## src/bdsocd_pkg.sv

```systemverilog
// ----------------------------------------------------------------------------
// bdsocd_pkg
// Shared types and constants for the button debounce block with opposing
// d-pad hold.
// ----------------------------------------------------------------------------
package bdsocd_pkg;

  // Widths fixed by the pin and result fields.
  localparam int unsigned PinW   = 17;
  localparam int unsigned LedW   = 4;
  localparam int unsigned CountW = 8;
  localparam int unsigned CfgIdxW = 8;
  localparam int unsigned CfgDataW = 8;

  // Saturation value of a press counter.
  localparam logic [CountW-1:0] CountMax = 8'hFF;

  // Reset values of the configuration registers.
  localparam logic [CountW-1:0] ThresholdReset = 8'd3;
  localparam logic              ActiveLevelReset = 1'b0;

  // Bit positions of the d-pad within the button vector.
  localparam int unsigned BitUp    = 4;
  localparam int unsigned BitDown  = 5;
  localparam int unsigned BitLeft  = 6;
  localparam int unsigned BitRight = 7;

  // Configuration register indexes.
  typedef enum logic [CfgIdxW-1:0] {
    CFG_PRESS_THRESHOLD = 8'd0,
    CFG_ACTIVE_LEVEL    = 8'd1
  } cfg_idx_e;

  // One result item.
  typedef struct packed {
    logic [PinW-1:0] button_vector;
    logic [LedW-1:0] face_leds;
  } result_t;

  // Handshake control handed to the merge stage.
  typedef struct packed {
    logic accept;
    logic out_stall;
  } merge_ctrl_t;

endpackage

```

## src/bdsocd_lane.sv

```systemverilog
// ----------------------------------------------------------------------------
// bdsocd_lane
// Debounce counter for one button: counts consecutive active samples,
// saturates at the top, and flags the button as pressed at the threshold.
// ----------------------------------------------------------------------------
module bdsocd_lane (
  input  logic                              clk_i,
  input  logic                              rst_ni,
  input  logic                              en_i,
  input  logic                              active_i,
  input  logic [bdsocd_pkg::CountW-1:0]     threshold_i,
  output logic                              pressed_o
);

  logic [bdsocd_pkg::CountW-1:0] count_q;
  logic [bdsocd_pkg::CountW-1:0] count_d;

  // Next count: clear on an inactive sample, otherwise count up to saturation.
  always_comb begin
    if (!active_i) begin
      count_d = '0;
    end else if (count_q == bdsocd_pkg::CountMax) begin
      count_d = count_q;
    end else begin
      count_d = count_q + 1'b1;
    end
  end

  // The pressed flag reflects the count after this sample.
  assign pressed_o = (count_d >= threshold_i);

  // Count register advances once per accepted item.
  always_ff @(posedge clk_i or negedge rst_ni) begin
    if (!rst_ni) begin
      count_q <= '0;
    end else if (en_i) begin
      count_q <= count_d;
    end
  end

endmodule

```

## src/bdsocd_merge.sv

```systemverilog
// ----------------------------------------------------------------------------
// bdsocd_merge
// Combines the lane flags into one result item, applies the opposing d-pad
// hold, and keeps results in an output register with a skid stage.
// ----------------------------------------------------------------------------
module bdsocd_merge #(
  parameter int unsigned ButtonCount = 17
) (
  input  logic                        clk_i,
  input  logic                        rst_ni,
  input  bdsocd_pkg::merge_ctrl_t     ctrl_i,
  input  logic [ButtonCount-1:0]      pressed_i,
  output logic                        skid_full_o,
  output logic                        out_valid_o,
  output bdsocd_pkg::result_t         result_o
);

  // Buttons that have a place in the result vector.
  localparam int unsigned CopyW =
    (ButtonCount < bdsocd_pkg::PinW) ? ButtonCount : bdsocd_pkg::PinW;

  logic [3:0]          held_q;
  logic [3:0]          held_d;
  bdsocd_pkg::result_t res_new;
  logic                out_valid_q;
  bdsocd_pkg::result_t out_q;
  logic                skid_valid_q;
  bdsocd_pkg::result_t skid_q;
  logic                out_take;

  // Opposing-pair hold: an axis with both sides pressed keeps its last output.
  always_comb begin
    held_d = held_q;
    if (!(pressed_i[bdsocd_pkg::BitUp] && pressed_i[bdsocd_pkg::BitDown])) begin
      held_d[0] = pressed_i[bdsocd_pkg::BitUp];
      held_d[1] = pressed_i[bdsocd_pkg::BitDown];
    end
    if (!(pressed_i[bdsocd_pkg::BitLeft] && pressed_i[bdsocd_pkg::BitRight])) begin
      held_d[2] = pressed_i[bdsocd_pkg::BitLeft];
      held_d[3] = pressed_i[bdsocd_pkg::BitRight];
    end
  end

  // Build the result item; bits beyond the button count read as zero.
  always_comb begin
    res_new = '0;
    res_new.button_vector[CopyW-1:0] = pressed_i[CopyW-1:0];
    res_new.button_vector[bdsocd_pkg::BitRight:bdsocd_pkg::BitUp] = held_d;
    res_new.face_leds = pressed_i[bdsocd_pkg::LedW-1:0];
  end

  // D-pad hold state advances once per accepted item.
  always_ff @(posedge clk_i or negedge rst_ni) begin
    if (!rst_ni) begin
      held_q <= '0;
    end else if (ctrl_i.accept) begin
      held_q <= held_d;
    end
  end

  assign out_take = out_valid_q && !ctrl_i.out_stall;

  // Output register and skid stage valid flags.
  always_ff @(posedge clk_i or negedge rst_ni) begin
    if (!rst_ni) begin
      out_valid_q  <= 1'b0;
      skid_valid_q <= 1'b0;
    end else if (!out_valid_q || out_take) begin
      if (skid_valid_q) begin
        out_valid_q  <= 1'b1;
        skid_valid_q <= 1'b0;
      end else begin
        out_valid_q <= ctrl_i.accept;
      end
    end else if (ctrl_i.accept) begin
      skid_valid_q <= 1'b1;
    end
  end

  // Payload registers follow the same moves as their valid flags.
  always_ff @(posedge clk_i) begin
    if (!out_valid_q || out_take) begin
      if (skid_valid_q) begin
        out_q <= skid_q;
      end else if (ctrl_i.accept) begin
        out_q <= res_new;
      end
    end else if (ctrl_i.accept) begin
      skid_q <= res_new;
    end
  end

  assign skid_full_o = skid_valid_q;
  assign out_valid_o = out_valid_q;
  assign result_o    = out_q;

endmodule

```

## src/button_debounce_socd.sv

```systemverilog
// ----------------------------------------------------------------------------
// button_debounce_socd
// Counter debounce of a row of push buttons with opposing d-pad hold.
// ----------------------------------------------------------------------------
// Each item is one sampling tick carrying the raw level of every button pin.
// One counter lane per button counts consecutive samples at the active level,
// clears on any other sample and saturates at 255; a button is pressed once
// its count reaches press_threshold (register 0). active_level (register 1)
// picks the pin level that means pressed. If both sides of a d-pad axis are
// pressed, that axis repeats its previous output. Every item yields exactly
// one result item, shown in the cycle after it is accepted when the output
// register is free. All lanes update in the same cycle, so an item can be
// accepted every clock. While a result waits, a one-entry skid stage behind
// the output register takes one more item, and the input stalls only while
// that stage is full. Configuration writes are always ready and are expected
// only while idle.
// ----------------------------------------------------------------------------
module button_debounce_socd #(
  parameter int unsigned ButtonCount = 17
) (
  input  logic                                clk_i,
  input  logic                                rst_ni,
  // Configuration write channel.
  input  logic                                cfg_valid_i,
  output logic                                cfg_ready_o,
  input  logic [bdsocd_pkg::CfgIdxW-1:0]      cfg_index_i,
  input  logic [bdsocd_pkg::CfgDataW-1:0]     cfg_data_i,
  // Input item channel.
  input  logic                                in_valid_i,
  output logic                                in_stall_o,
  input  logic [bdsocd_pkg::PinW-1:0]         pin_levels_i,
  // Result item channel.
  output logic                                out_valid_o,
  input  logic                                out_stall_i,
  output logic [bdsocd_pkg::PinW-1:0]         button_vector_o,
  output logic [bdsocd_pkg::LedW-1:0]         face_leds_o
);

  logic [bdsocd_pkg::CountW-1:0] threshold_q;
  logic                          active_level_q;
  logic                          in_accept;
  logic                          skid_full;
  logic [ButtonCount-1:0]        pressed;
  bdsocd_pkg::merge_ctrl_t       merge_ctrl;
  bdsocd_pkg::result_t           result;

  // Configuration registers.
  assign cfg_ready_o = 1'b1;

  always_ff @(posedge clk_i or negedge rst_ni) begin
    if (!rst_ni) begin
      threshold_q    <= bdsocd_pkg::ThresholdReset;
      active_level_q <= bdsocd_pkg::ActiveLevelReset;
    end else if (cfg_valid_i && cfg_ready_o) begin
      unique case (cfg_index_i)
        bdsocd_pkg::CFG_PRESS_THRESHOLD: threshold_q <= cfg_data_i;
        bdsocd_pkg::CFG_ACTIVE_LEVEL:    active_level_q <= cfg_data_i[0];
        default: ;
      endcase
    end
  end

  // Input handshake: stall only while the skid stage holds a result.
  assign in_stall_o = skid_full;
  assign in_accept  = in_valid_i && !skid_full;

  // One debounce lane per button; lanes past the pin field see a pin held low.
  for (genvar g = 0; g < ButtonCount; g++) begin : g_lane
    logic active;
    if (g < bdsocd_pkg::PinW) begin : g_pin
      assign active = (pin_levels_i[g] == active_level_q);
    end else begin : g_nopin
      assign active = (active_level_q == 1'b0);
    end

    bdsocd_lane u_lane (
      .clk_i       (clk_i),
      .rst_ni      (rst_ni),
      .en_i        (in_accept),
      .active_i    (active),
      .threshold_i (threshold_q),
      .pressed_o   (pressed[g])
    );
  end

  // Merge the lane flags into the result item.
  assign merge_ctrl.accept    = in_accept;
  assign merge_ctrl.out_stall = out_stall_i;

  bdsocd_merge #(
    .ButtonCount (ButtonCount)
  ) u_merge (
    .clk_i       (clk_i),
    .rst_ni      (rst_ni),
    .ctrl_i      (merge_ctrl),
    .pressed_i   (pressed),
    .skid_full_o (skid_full),
    .out_valid_o (out_valid_o),
    .result_o    (result)
  );

  assign button_vector_o = result.button_vector;
  assign face_leds_o     = result.face_leds;

  // The skid stage only fills behind a full output register.
  assert property (@(posedge clk_i) disable iff (!rst_ni)
    in_stall_o |-> out_valid_o)
    else $error("skid stage full while output register is empty");

  // An item accepted into an empty output register is shown next cycle.
  assert property (@(posedge clk_i) disable iff (!rst_ni)
    (in_valid_i && !in_stall_o && !out_valid_o) |=> out_valid_o)
    else $error("accepted item did not reach the output register");

  // The hold never lets both sides of the vertical axis show together.
  assert property (@(posedge clk_i) disable iff (!rst_ni)
    out_valid_o |-> !(button_vector_o[bdsocd_pkg::BitUp] &&
                      button_vector_o[bdsocd_pkg::BitDown]))
    else $error("up and down both reported");

  // The hold never lets both sides of the horizontal axis show together.
  assert property (@(posedge clk_i) disable iff (!rst_ni)
    out_valid_o |-> !(button_vector_o[bdsocd_pkg::BitLeft] &&
                      button_vector_o[bdsocd_pkg::BitRight]))
    else $error("left and right both reported");

endmodule

```

## config.mk

```make
export PLATFORM = sky130hd
export DESIGN_NAME = button_debounce_socd
export DESIGN_NICKNAME = d
export VERILOG_FILES = /design/src/bdsocd_pkg.sv /design/src/bdsocd_lane.sv /design/src/bdsocd_merge.sv /design/src/button_debounce_socd.sv
export SDC_FILE = /design/constraint.sdc
export NUM_CORES = 1
export LEC_CHECK = 0
export BUFFER_PORTS_ARGS = -buffer_cell sky130_fd_sc_hd__buf_2
export CAP_MARGIN = 40
export CELL_PAD_IN_SITES_DETAIL_PLACEMENT = 0
export CELL_PAD_IN_SITES_GLOBAL_PLACEMENT = 1
export CORE_UTILIZATION = 54
export CTS_BUF_LIST = sky130_fd_sc_hd__clkbuf_8
export DETAILED_ROUTE_END_ITERATION = 10
export GPL_TIMING_DRIVEN = 0
export PLACE_DENSITY_LB_ADDON = 0.05
export SYNTH_ARGS = -nofsm -noshare
export SYNTH_HDL_FRONTEND = slang
export SYNTH_SLANG_ARGS = --single-unit
```

## constraint.sdc

```tcl
create_clock -name clk_i -period 8.55 [get_ports clk_i]
set_input_delay 0.4275 -clock clk_i [delete_from_list [all_inputs] [get_ports clk_i]]
set_output_delay 0.4275 -clock clk_i [all_outputs]
set_load 0.02 [all_outputs]
```

======== Yosys cells after proc, flatten, opt, wreduce, memory -nomap -nowiden ========
Cells that the tools add are included.
W data, S select, Z words.
cells by class
  mux-type cells .......................... 41
  eq/ne operators ......................... 35
  magnitude comparators ................... 17
  reductions and logical operators ........ 15
  $add $sub $neg .......................... 17
  bitwise logic cells ..................... 1
operator list
  kind                   count
  $mux W8                34
  $add A8 B1 Y8 const B  17
  $eq A8 B8 Y1 const B   17
  $ge A8 B8 Y1           17
  $mux W21               2
  $eq A1 B1 Y1           17
  $eq A8 B1 Y1 const B   1
  $logic_not A8 Y1       1
  $reduce_and A2 Y1      4
  $logic_and A1 B1 Y1    4
  $mux W2                2
  $reduce_bool A2 Y1     2
  $logic_not A1 Y1       3
  $mux W1                3
  $logic_or A1 B1 Y1     1
  $not A1 Y1             1
storage, ports and cells
  output and inout port bits .............. 24
  register bits after elaboration ......... 193
  word-level logic and storage cells ...... 152

======== Logic depth before layout (Yosys ltp) ========
Gate-level depths: netlist (run 1).
  depth in word-level cells ............... 8
  mapped depth ............................ 13
  mapped depth without buffers ............ 12

======== Cells and area by module ========
Synthesis (run 1) repeated with hierarchy kept, for this count alone.
unflattened totals
  cells, all modules ...................... 1925
  area total of the unflattened synthesis .. 16183.0 µm²
modules (own cells, without submodules)
  module                area each (µm²)  cells each  times used
  bdsocd_lane           824.5            105         17
  bdsocd_merge          1615.3           95          1
  button_debounce_socd  550.5            45          1

======== Worst setup path after synthesis (run 1) ========
Ideal clock, no wire load.
  path type ............................... register -> register
  start ................................... register g_lane[7].u_lane.count_q[0] (netlist name)
  end ..................................... register u_merge.skid_q[11] (netlist name), data pin
  library setup time ...................... 0.255 ns
  clock period less this slack ............ 2.916 ns
  stages on the path, launching flop included .. 13
  path slack .............................. 5.634 ns
  path buffers ............................ 1
  arrival ................................. 2.661 ns
  cell sequence ........................... dfrtp_1 -> ha_1 -> nand3_1 -> or2_2 -> buf_2 -> a31oi_1 -> o21a_1 -> ha_1 -> or3_1 -> a21oi_1 -> a211oi_1 -> nor2b_1 -> o21ba_2
on the way
  cells in the longest elaborated chain, start to end .. 6
  elaborated cells between the ends (all ways) .. 7
ends and longest elaborated chain
  element                                        RTL line                              text
  start: declaration                             bdsocd_lane.sv:15                     logic [bdsocd_pkg::CountW-1:0] count_q;
  start signal: assignment                       bdsocd_lane.sv:37                     count_q <= count_d;
  $add A8 B1 Y8 or $eq A8 B8 Y1 (tied branches)  bdsocd_lane.sv:25, bdsocd_lane.sv:22
  $mux W8 (*)                                    bdsocd_lane.sv:22                     end else if (count_q == bdsocd_pkg::CountMax) begin
  $mux W8 (*)                                    bdsocd_lane.sv:20                     if (!active_i) begin
  via g_lane[7].u_lane.count_d (one bit)         bdsocd_lane.sv:16                     logic [bdsocd_pkg::CountW-1:0] count_d;
  $ge A8 B8 Y1 (*)                               bdsocd_lane.sv:30                     assign pressed_o = (count_d >= threshold_i);
  $logic_and A1 B1 Y1                            bdsocd_merge.sv:38                    if (!(pressed_i[bdsocd_pkg::BitLeft] && pressed_i[bdsocd_pkg::BitRight])) begin
  $mux W2 (*)                                    bdsocd_merge.sv:38
  via u_merge.held_d[3]                          bdsocd_merge.sv:23                    logic [3:0] held_d;
  end signal: assignment                         bdsocd_merge.sv:89                    skid_q <= res_new;
  end: declaration                               bdsocd_merge.sv:28                    bdsocd_pkg::result_t skid_q;
The timed path passes the listed nets; every way through them passes the cells marked *.
A chain may end at the register's enable or synchronous reset.

======== Worst setup path after layout (run 1) ========
  start ................................... register active_level_q
  end ..................................... register u_merge.out_q (netlist bit u_merge.result_o[10]), data pin
on the way
  cells in the longest elaborated chain, start to end .. 7
  elaborated cells between the ends (all ways) .. 10
ends and longest elaborated chain
  element                                 RTL line                    text
  start: declaration                      button_debounce_socd.sv:40  logic active_level_q;
  start signal: assignment                button_debounce_socd.sv:53  active_level_q <= bdsocd_pkg::ActiveLevelReset;
  start signal: assignment                button_debounce_socd.sv:57  bdsocd_pkg::CFG_ACTIVE_LEVEL: active_level_q <= cfg_data_i[0];
  $eq A1 B1 Y1                            button_debounce_socd.sv:71  assign active = (pin_levels_i[g] == active_level_q);
  $mux W8                                 bdsocd_lane.sv:20
  via g_lane[7].u_lane.count_d (one bit)  bdsocd_lane.sv:16
  $ge A8 B8 Y1                            bdsocd_lane.sv:30
  $logic_and A1 B1 Y1                     bdsocd_merge.sv:38
  $mux W2                                 bdsocd_merge.sv:38
  $mux W21                                bdsocd_merge.sv:85          end else if (ctrl_i.accept) begin
  $mux W21                                bdsocd_merge.sv:83          if (skid_valid_q) begin
  end signal: assignment                  bdsocd_merge.sv:84          out_q <= skid_q;
  end signal: assignment                  bdsocd_merge.sv:86          out_q <= res_new;
  end: declaration                        bdsocd_merge.sv:26          bdsocd_pkg::result_t out_q;
The timed path passes the listed nets, and every way through them passes these cells. The select of a mux whose other input is x is not followed.

==> results of run 1 <==
routing by layer:
metal / vias to the layer above / GRT usage, %
li1: 5991 / -
met4: 0 / 9.39
met5: - / 0
met1: 6019 / 44.7
met2: 391 / 51.4
met3: 40 / 4.03
timing repair:
action                                  4_1_cts  5_1_grt
endpoints found under the hold margin        41        0
setup buffers                                 0        0
hold buffers                                  1        0
endpoints found under the setup margin        0        0
gates resized for setup                       0        0
cell usage in the layout (no fill, tap or decap), drive strengths merged, types with 9 or more instances in the layout:
master | Yosys | layout
xor2 | 44 | 44
a31oi | 52 | 52
a2111oi | 15 | 15
xnor2 | 40 | 40
dfrtp | 149 | 149
and3 | 33 | 33
a32o | 13 | 13
and2 | 10 | 10
nand4 | 19 | 19
nor3 | 21 | 21
o21a | 31 | 31
a21o | 30 | 30
a21oi | 102 | 102
mux2 | 17 | 17
nor2 | 201 | 201
nand3 | 63 | 63
clkbuf | 29 | 46
buf | 34 | 111
o21ai | 105 | 105
o2111ai | 13 | 13
ha | 153 | 153
inv | 40 | 44
or3 | 21 | 21
mux2i | 23 | 23
o31ai | 12 | 12
nand2b | 22 | 22
edfxtp | 34 | 34
o22ai | 9 | 9
nand2 | 164 | 164
critical path, delay by kind of cell, from the launching register on:
family | cells | cell delay, ns
AND/OR/NAND/NOR | 2 | 0.27
adder cells (fa/ha/maj) | 1 | 0.27
XOR/XNOR | 1 | 0.42
buffers and inverters | 3 | 0.85
AO/OA/AOI/OAI | 5 | 1.11
flip-flops | 1 | 0.35
layout make-up:
| type | count | area share [%] |
|---|---|---|
| inverter | 41 | 1.00 |
| tap | 330 | 2.69 |
| sequential | 185 | 31.3 |
| clock buffer | 17 | 1.52 |
| timing repair buffer | 78 | 4.30 |
| multi-input combinational | 1292 | 56.1 |
| buffer | 63 | 2.02 |
| clock inverter | 15 | 1.15 |
flip-flops by register name (all words and copies together) (netlist names):
| signal | cells |
|---|---|
| threshold_q | 8 |
| u_merge.held_q | 4 |
| active_level_q | 1 |
| u_merge.out_valid_o | 1 |
| g_lane.u_lane.count_q | 136 |
| u_merge.skid_q | 17 |
| u_merge.skid_full_o | 1 |
| u_merge.result_o | 17 |
stage by stage:
| step | std cells | hold WS [ns] | area (µm²) | setup WS, ns |
|---|---|---|---|---|
| after floorplan | 1581 | 0.132 | 13900 | 5.63 |
| after global placement | 1971 | 0.520 | 14600 | 4.48 |
| after detailed placement | 1987 | 0.343 | 14900 | 5.10 |
| after CTS | 2020 | 0.137 | 15300 | 5.08 |
| after global routing | 2021 | 0.156 | 15400 | 4.87 |
| final | 2021 | 0.159 | 15400 | 5.03 |
logic make-up after synthesis:
| logic type | count (synthesis) | synth area share [%] |
|---|---|---|
| multiplexers | 40 | 3.04 |
| AND/OR/NAND/NOR | 581 | 19.5 |
| XOR/XNOR | 84 | 5.31 |
| AO/OA/AOI/OAI | 433 | 20.3 |
| buffers and inverters | 104 | 3.35 |
| adder cells (fa/ha/maj) | 153 | 13.8 |
| other | 1 | 0.0271 |
| flip-flops | 185 | 34.6 |
path summary, 6_finish.rpt:
path                       slack [ns]                           end                        start  cells after the start
setup / recovery                 5.03          u_merge.result_o[10]               active_level_q                     12
hold / removal                   0.16                threshold_q[6]                cfg_data_i[6]                      3
setup reg to reg                 5.03          u_merge.result_o[10]               active_level_q                     12
hold reg to reg                  0.55   g_lane[1].u_lane.count_q[3]  g_lane[1].u_lane.count_q[3]                      1
max in group asynchronous        7.20  g_lane[11].u_lane.count_q[0]                       rst_ni                      3
min in group asynchronous        0.42   g_lane[9].u_lane.count_q[3]                       rst_ni                      2
power by group:
group          internal (mW)  switching (mW)
sequential             0.963          0.0784
clock                  0.291           0.358
combinational          0.212           0.339
==> metrics list, run 1 <==
- Result of the run: complete, no violations
- The synthesized netlist contains between 60 and 70 unique library cells.
* Final weighted congestion in routability-driven placement: slightly below 0.9
- Worst setup path class: reg -> reg
- Clock net sink count: about 190
* Post-synth top area cell: dfrtp_1
- In this run the worst hold path is classified as in -> reg.
- Counting flops with a built-in enable in the synthesized netlist gives 34.
- Counting every instance in the synthesized netlist gives about 1600.
* Top achievable clock speed: about 280 MHz
- Yosys attributes the largest share of cell area to dfrtp_1 27%, ha_1 14%, edfxtp_1 7.4%.
* Global-route total usage across every layer: 31.9%
- Detailed Route Iter0 Violations: 1082
- The number of global-route vias before repair came to between 10000 and 15000.
* Via count: 12400
* Bufs on Longest Clock Path: 2
- WP data arrival: approximately 3.8 ns
- Die area: approximately 26000 µm²
- Remaining antenna violation count after routing: 0
- For this run, the number of Yosys warnings is 0.
- The number of antenna violations at the first check in global routing is 0.
- Number of ports placed on the die boundary: between 60 and 70
* Fillers: roughly 2300
- Final core utilization: around three fifths
* H-tree level count: 4
* Setup violations, final: 0
- Mapped Avg Cell Area: 8.77 µm²
* Wire length on met3: 2.45 mm
- Highest metal layer used by the detailed router: met4
- Clock latency of the later-clocked register in the worst-skew pair: ~0.48 ns
* DRC errors left: 0
- CTS buffer count: 17
- Input and output buffers added on the ports amount to 60.
* Router iterations before antenna repair: 5
- On the final layout, the worst clock skew is around 0.02 ns.
* Sequential fraction of the synthesis area: about a third
- Longest individual stage delay on the worst path: about 0.5 ns
* Library cell contributing the largest single delay on the critical path: a211oi_1
- Placement Rows: 58
- Clock tree synthesis selected as its root buffer the cell clkbuf_8.
* Top cell type's share of synthesized area: between 20 and 30%
- After layout, the worst path uses roughly 41% of the clock period.
- Power, Total: between 2 and 2.5 mW
- GRT Residual Overflow: 0
- The die is between 150 and 200 µm wide.
- Commonest cells post-synth: 201 x nor2_1, 164 x nand2_1, 153 x ha_1, 149 x dfrtp_1, 103 x o21ai_0
* Largest net degree at the start of global routing: around 110
- Die H: 162 µm
- Via density per instance: 6.16
- Counting every net in the synthesized netlist gives 1772.
* WL per Instance: between 20 and 25 µm
- CP max FO: 10
- The number of antenna diodes in the final layout is 0.
- Most common cell in the synthesized netlist: nor2_1
- Pwr Density: 146 nW/µm²
* Lkg Pwr: 7.36 nW
- The hold violation total from the final report is 0.
- Across the run, the number of max-cap violations was 0.
* Minimum clock period: between 3 and 4 ns
* Setup TNS: 0 ns
- TritonCTS built the clock tree.
- STA classifies the critical path endpoint as a flip-flop.
- The initial utilization of the core area, before any placement, comes to 55.0%.
- For this run, the post-layout net count is between 1500 and 2000.
- Compared with the post-synthesis result, the final layout area differs by 10.8%.
* Area occupied by registers: approximately 4800 µm²
* Worst path cell trace: buf_4, buf_6, xor2_1, clkbuf_1, a31oi_1, o21a_1, ha_1, or3_1, a21oi_1, a211oi_1, nor2b_1, o31a_1
* FF+latch count, synth: between 150 and 200
* Number of pins exceeding their max-slew limit in the final report: 0
- Detailed placement ended at an HPWL of ~28 mm.
- Layout cells sized above 1: between 10% and 20%
* Global-route wire length before repair: around 64 mm
- The cell area that synthesis handed to floorplanning was ~14000 µm².
- Critical Path Source Type: flip-flop
- Setup repair after global routing left no endpoint under its margin.
- For the pin with the worst max-slew slack, the measured transition is 0.889 ns.
- The routed design uses around 19 mm of met2 wire.
- Multi-input combinational cell area: 8610 µm²
* Worst rel slew slack: between 40% and 50%
- Sum of routed wire length over all layers: 41.0 mm
- After clock tree synthesis, the clock-pin slew on the worst setup and hold paths is 0.10 ns.
- In the final routing, the length of wire on met1 measures 18.7 mm.
* Fraction of registers with async set or reset after synthesis: 81.6%
- The total area inside the core boundary comes to 25200 µm².
- VDD sags by at most about 96 µV.
- The most used flip-flop cell after synthesis is dfrtp_1.
- CP Data Required Time: slightly below 9 ns
No activity file was read; power rests on OpenSTA's default activity.
==> run 2: changes to the inputs <==
Settings changed: ABC_AREA set to 1, CORE_UTILIZATION 54 to 48.
Clock period 8.55 ns to 3.3 ns, I/O delays scaled along.
==> metrics list, run 2 <==
- The path class of the lowest-slack min-delay path was in -> reg (unchanged).
- Launch instance of the worst min-delay path: pin_levels_i[0] (was cfg_data_i[6])
- Reg-to-Reg Start: g_lane[9].u_lane.count_q[0] (was active_level_q)
- The number of global-route vias before repair was 12000 (was 11400).
* Number of warning messages in the yosys log: 0 (unchanged)
* Core Area: 28900 µm² (was 25200 µm²)
- The via density per instance is 5.42 (was 6.16).
- Most common library cell in the layout ignoring fill and taps: nand2_1 (was nor2_1)
* Detailed route wirelength on metal2: 18.7 mm (was 19.0 mm)
- The capturing point of the worst reg2reg path is u_merge.result_o[13] (was u_merge.result_o[10]).
- Setup TNS: 0 ns (unchanged)
* Die area: 30300 µm² (was 26300 µm²)
- Commonest cells after routing, fill and taps aside: 518 x nand2_1, 247 x inv_1, 183 x nand3_1 (was 200 x nor2_1, 164 x nand2_1, 153 x ha_1).
- Most repeated library cell on the critical path: nand2_1
- Largest net degree at the start of global routing: 111 (was 109)
- Die W: 174 µm (was 162 µm)
* Unique masters post-synth: 44 (was 63)
- Post-route non-filler standard cell count: 2415 (was 2021)
- The share of flip-flops with an asynchronous set or reset is 81.6% (unchanged).
* Sequential fraction of the synthesis area: 33.8% (was 34.6%)
- Logic depth of the worst register-to-register path: 16 (was 12)
- Transition time at the pin with the least slew margin: 0.850 ns (was 0.889 ns)
- Number of pins exceeding their max-slew limit in the final report: 0 (unchanged)
- The worst endpoint data arrival time is 3.09 ns (was 3.75 ns).
- The maximum buffer depth of the clock tree is 2 (unchanged).
- The clock sink count came to 185 (unchanged).
* Setup violations, final: 0 (unchanged)
- The routed via count is 13100 (was 12400).
* Minimum clock period: 2.85 ns (was 3.52 ns)
- Number of inserted diodes: 0 (unchanged)
- The maximum level of the CTS H-tree is 4 (unchanged).
- Post-Synthesis Net Count: 2104 (was 1772)
- Post-Synthesis Cell Area: 14200 µm² (was 13900 µm²)
- Max Cap Viol: 0 (unchanged)
- The peak clock frequency supported by timing was 351 MHz (was 284 MHz).
* Post-synth top area cell: dfrtp_1 (unchanged)
* Worst setup path class: reg -> reg (unchanged)
* Highest metal layer used by the detailed router: met4 (unchanged)
- Max reg flops: 136 (unchanged)
- Part of the cycle the worst path needs: 86.2% (was 41.2%)
- The all-layer global routing usage was 27.4% (was 31.9%).
* Post-CTS Setup Repair Bufs: 0 (unchanged)
* TritonCTS clock tree: built (unchanged)
- Fillers: 2815 (was 2270)
* Placement Rows: 62 (was 58)
- Element type at the critical path end: flip-flop (unchanged)
* Effective utilization at floorplan: 49.2% (was 55.0%)
- Die H: 174 µm (was 162 µm)
- The worst hold path depth is 4 (was 3).
- The boundary pin count was 62 (unchanged).
* Area occupied by registers: 4800 µm² (unchanged)
- The combined area of the multi-input logic cells was 8220 µm² (was 8610 µm²).
* Commonest cells post-synth: 518 x nand2_1, 247 x inv_1, 183 x nand3_1, 153 x ha_1, 149 x dfrtp_1 (was 201 x nor2_1, 164 x nand2_1, 153 x ha_1, 149 x dfrtp_1, 103 x o21ai_0)
- Lkg Pwr: 8.07 nW (was 7.36 nW)
- Global-route wire length before repair: 64.6 mm (was 63.9 mm)
- Number of buffers and inverters on the critical path: 2 (was 3)
* Longest individual stage delay on the worst path: 0.43 ns (was 0.50 ns)
- Main area contributors after synthesis: dfrtp_1 26%, nand2_1 14%, ha_1 13% (was dfrtp_1 27%, ha_1 14%, edfxtp_1 7.4%)
- Final Hold Viols: 0 (unchanged)
- CP max FO: 8 (was 10)
- The first-iteration detailed-routing DRC count is 976 (was 1082).
- Worst path cell trace: ha_1, nand2_1, nor2_1, nand4_2, inv_1, nand2_1, nand2_1, nand2_1, inv_1, ha_1, a21oi_1, o21ai_0, nand2_1, nand4_1, nand2_1, nand2_1 (was buf_4, buf_6, xor2_1, clkbuf_1, a31oi_1, o21a_1, ha_1, or3_1, a21oi_1, a211oi_1, nor2b_1, o31a_1)
- Top_reg_cell synth: dfrtp_1 (unchanged)
- Layout cells sized above 1: 9.65% (was 10.9%)
- Skew final: 0.0148 ns (was 0.0206 ns)
* DRC errors left: 0 (unchanged)
* Layout net count: 2209 (was 1869)
- The total congestion overflow after global routing came to 0 (unchanged).
- The power density over cell area was 353 nW/µm² (was 146 nW/µm²).
* Post-synthesis cell count: 1913 (was 1581)
- The most frequent cell after synthesis is nand2_1 (was nor2_1).
- Cell class contributing the biggest share of worst-path delay: simple AND/OR/NAND/NOR gates (was compound AO/OA/AOI/OAI gates)
- Unrepaired setup endpoints after global routing: no (unchanged)
- Layout area overhead: 11.5% (was 10.8%)
- Wire length on met3: 1.56 mm (was 2.45 mm)
- Router iterations before antenna repair: 5 (unchanged)
- Register containing the most flip-flops in the final layout: g_lane.u_lane.count_q (unchanged)
* Final weighted congestion in routability-driven placement: 0.854 (was 0.867)
- The largest voltage drop on the vdd net came to 225 µV (was 95.9 µV).
- The synthesis-stage register bit count came to 185 (unchanged).
* Root buffer cell: clkbuf_8 (unchanged)
* Cell Count Post-Placement: 2369 (was 1987)
* Met1 Routed Length: 19.3 mm (was 18.7 mm)
- Clock latency of the later-clocked register in the worst-skew pair: 0.50 ns (was 0.48 ns)
- The estimated wirelength of the detail-placed design came to 28.7 mm (was 28.4 mm).
- Sum of routed wire length over all layers: 40.3 mm (was 41.0 mm)
* CTS buffer count: 17 (unchanged)
- Mapped Avg Cell Area: 7.44 µm² (was 8.77 µm²)
- The post-detailed-route count of antenna-violating nets came to 0 (unchanged).
- Critical Path Source Type: flip-flop (unchanged)
- The number of buffer cells added on primary ports was 60 (unchanged).
- Terminating pin of the worst hold path: g_lane[0].u_lane.count_q[4] (was threshold_q[6])
* CTS clock-pin slew for the worst setup and hold paths: 0.10 ns (about the same)
* Count of flip-flops with a built-in enable after synthesis: 34 (unchanged)
- Library cell contributing the largest single delay on the critical path: dfrtp_1 (was a211oi_1)
* WL per Instance: 16.7 µm (was 20.3 µm)
- The worst slew margin relative to its limit is 43.3% (was 40.7%).
* Top cell type's share of synthesized area: 26.2% (was 26.9%)
- The number of antenna violations at the first check in global routing came to 0 (unchanged).
* Result of the run: complete, no violations (unchanged)
- The utilization after layout was 54.8% (was 61.0%).
- The post-layout total power came to 5.60 mW (was 2.24 mW).
- CP Data Required Time: 3.54 ns (was 8.78 ns)
- Register-to-register setup slack: 0.45 ns (was 5.03 ns)
[run 2: cell types whose count changed after synthesis, moves of 22 or more]
cell	before	now
nand4_1	17	72
a21oi_1	102	74
nor2_1	201	110
nand2_1	164	518
xor2_1	44	6
nand2b_1	22	0
xnor2_1	40	11
nand3_1	59	183
mux2i_1	23	0
a21o_1	30	0
o21a_1	31	1
o21ai_0	103	145
inv_1	40	247
[run 2: where the power goes]
group / internal, mW / switching, mW / total, mW
registers: 2.47 / 0.167 / 2.64
logic: 0.445 / 0.760 / 1.21
clock network: 0.826 / 0.933 / 1.76
total: 3.74 / 1.86 / 5.60
[run 2: through the flow]
stage          hold slack, ns  setup slack [ns]  area, µm²
6_report               0.0919             0.455      15900
5_1_grt                0.0931             0.161      15900
4_1_cts                0.0631             0.468      15900
3_5_place_dp           0.0825             0.489      15300
3_3_place_gp            0.412            -0.569      15000
2_1_floorplan          -0.131             0.953      14200
[run 2: final cells by class]
cell class	count	area share, %
plain buffers	45	1.59
inverters	255	6.03
clock buffers	17	1.47
clock inverters	15	1.25
well taps	384	3.03
flip-flops and latches	185	30.3
multi-input cells	1428	51.8
repair buffers	86	4.56
[run 2: worst reg2reg max path, cell delays in order (launching register included)]
cell and delay [ns]:
dfrtp_1 0.43, ha_1 0.21, nand2_1 0.06, nor2_1 0.26, nand4_2 0.28, inv_1 0.18
nand2_1 0.06, nand2_1 0.05, nand2_1 0.06, inv_1 0.06, ha_1 0.23, a21oi_1 0.14
o21ai_0 0.08, nand2_1 0.06, nand4_1 0.20, nand2_1 0.12, nand2_1 0.09
[run 2: what timing repair did]
item / CTS / global route
hold buffers: 14 / 0
hold endpoints to repair: 52 / 0
gates resized for setup: 0 / 0
[run 2: kinds of logic after synthesis]
family	count (synthesis)	share of synthesized area, %
compound gates	277	10.4
xor+xnor	33	3.83
fa+ha+maj	153	13.5
buf+inv	300	8.51
flops	185	33.8
other cells	1	0.0264
simple gates	964	30.0
[run 2: worst max-delay path by stage]
stage,start,to,slack (ns),cells past startpoint
floorplan,u_merge.skid_full_o,u_merge.skid_q[0],0.95,6
global placement,rst_ni,g_lane[10].u_lane.count_q[3],-0.57,1
global route,g_lane[4].u_lane.count_q[0],u_merge.result_o[9],0.16,18
detailed placement,g_lane[4].u_lane.count_q[0],u_merge.result_o[9],0.49,18
CTS,g_lane[9].u_lane.count_q[0],u_merge.result_o[13],0.47,16
finish,g_lane[9].u_lane.count_q[0],u_merge.result_o[13],0.45,16
[run 2: metal layers]
| layer | track usage [%] | vias up |
|---|---|---|
| met2 | 45.3 | 307 |
| met3 | 3.72 | 46 |
| met1 | 37.6 | 6135 |
| li1 | - | 6611 |
| met4 | 7.38 | 0 |
| met5 | 0 | - |
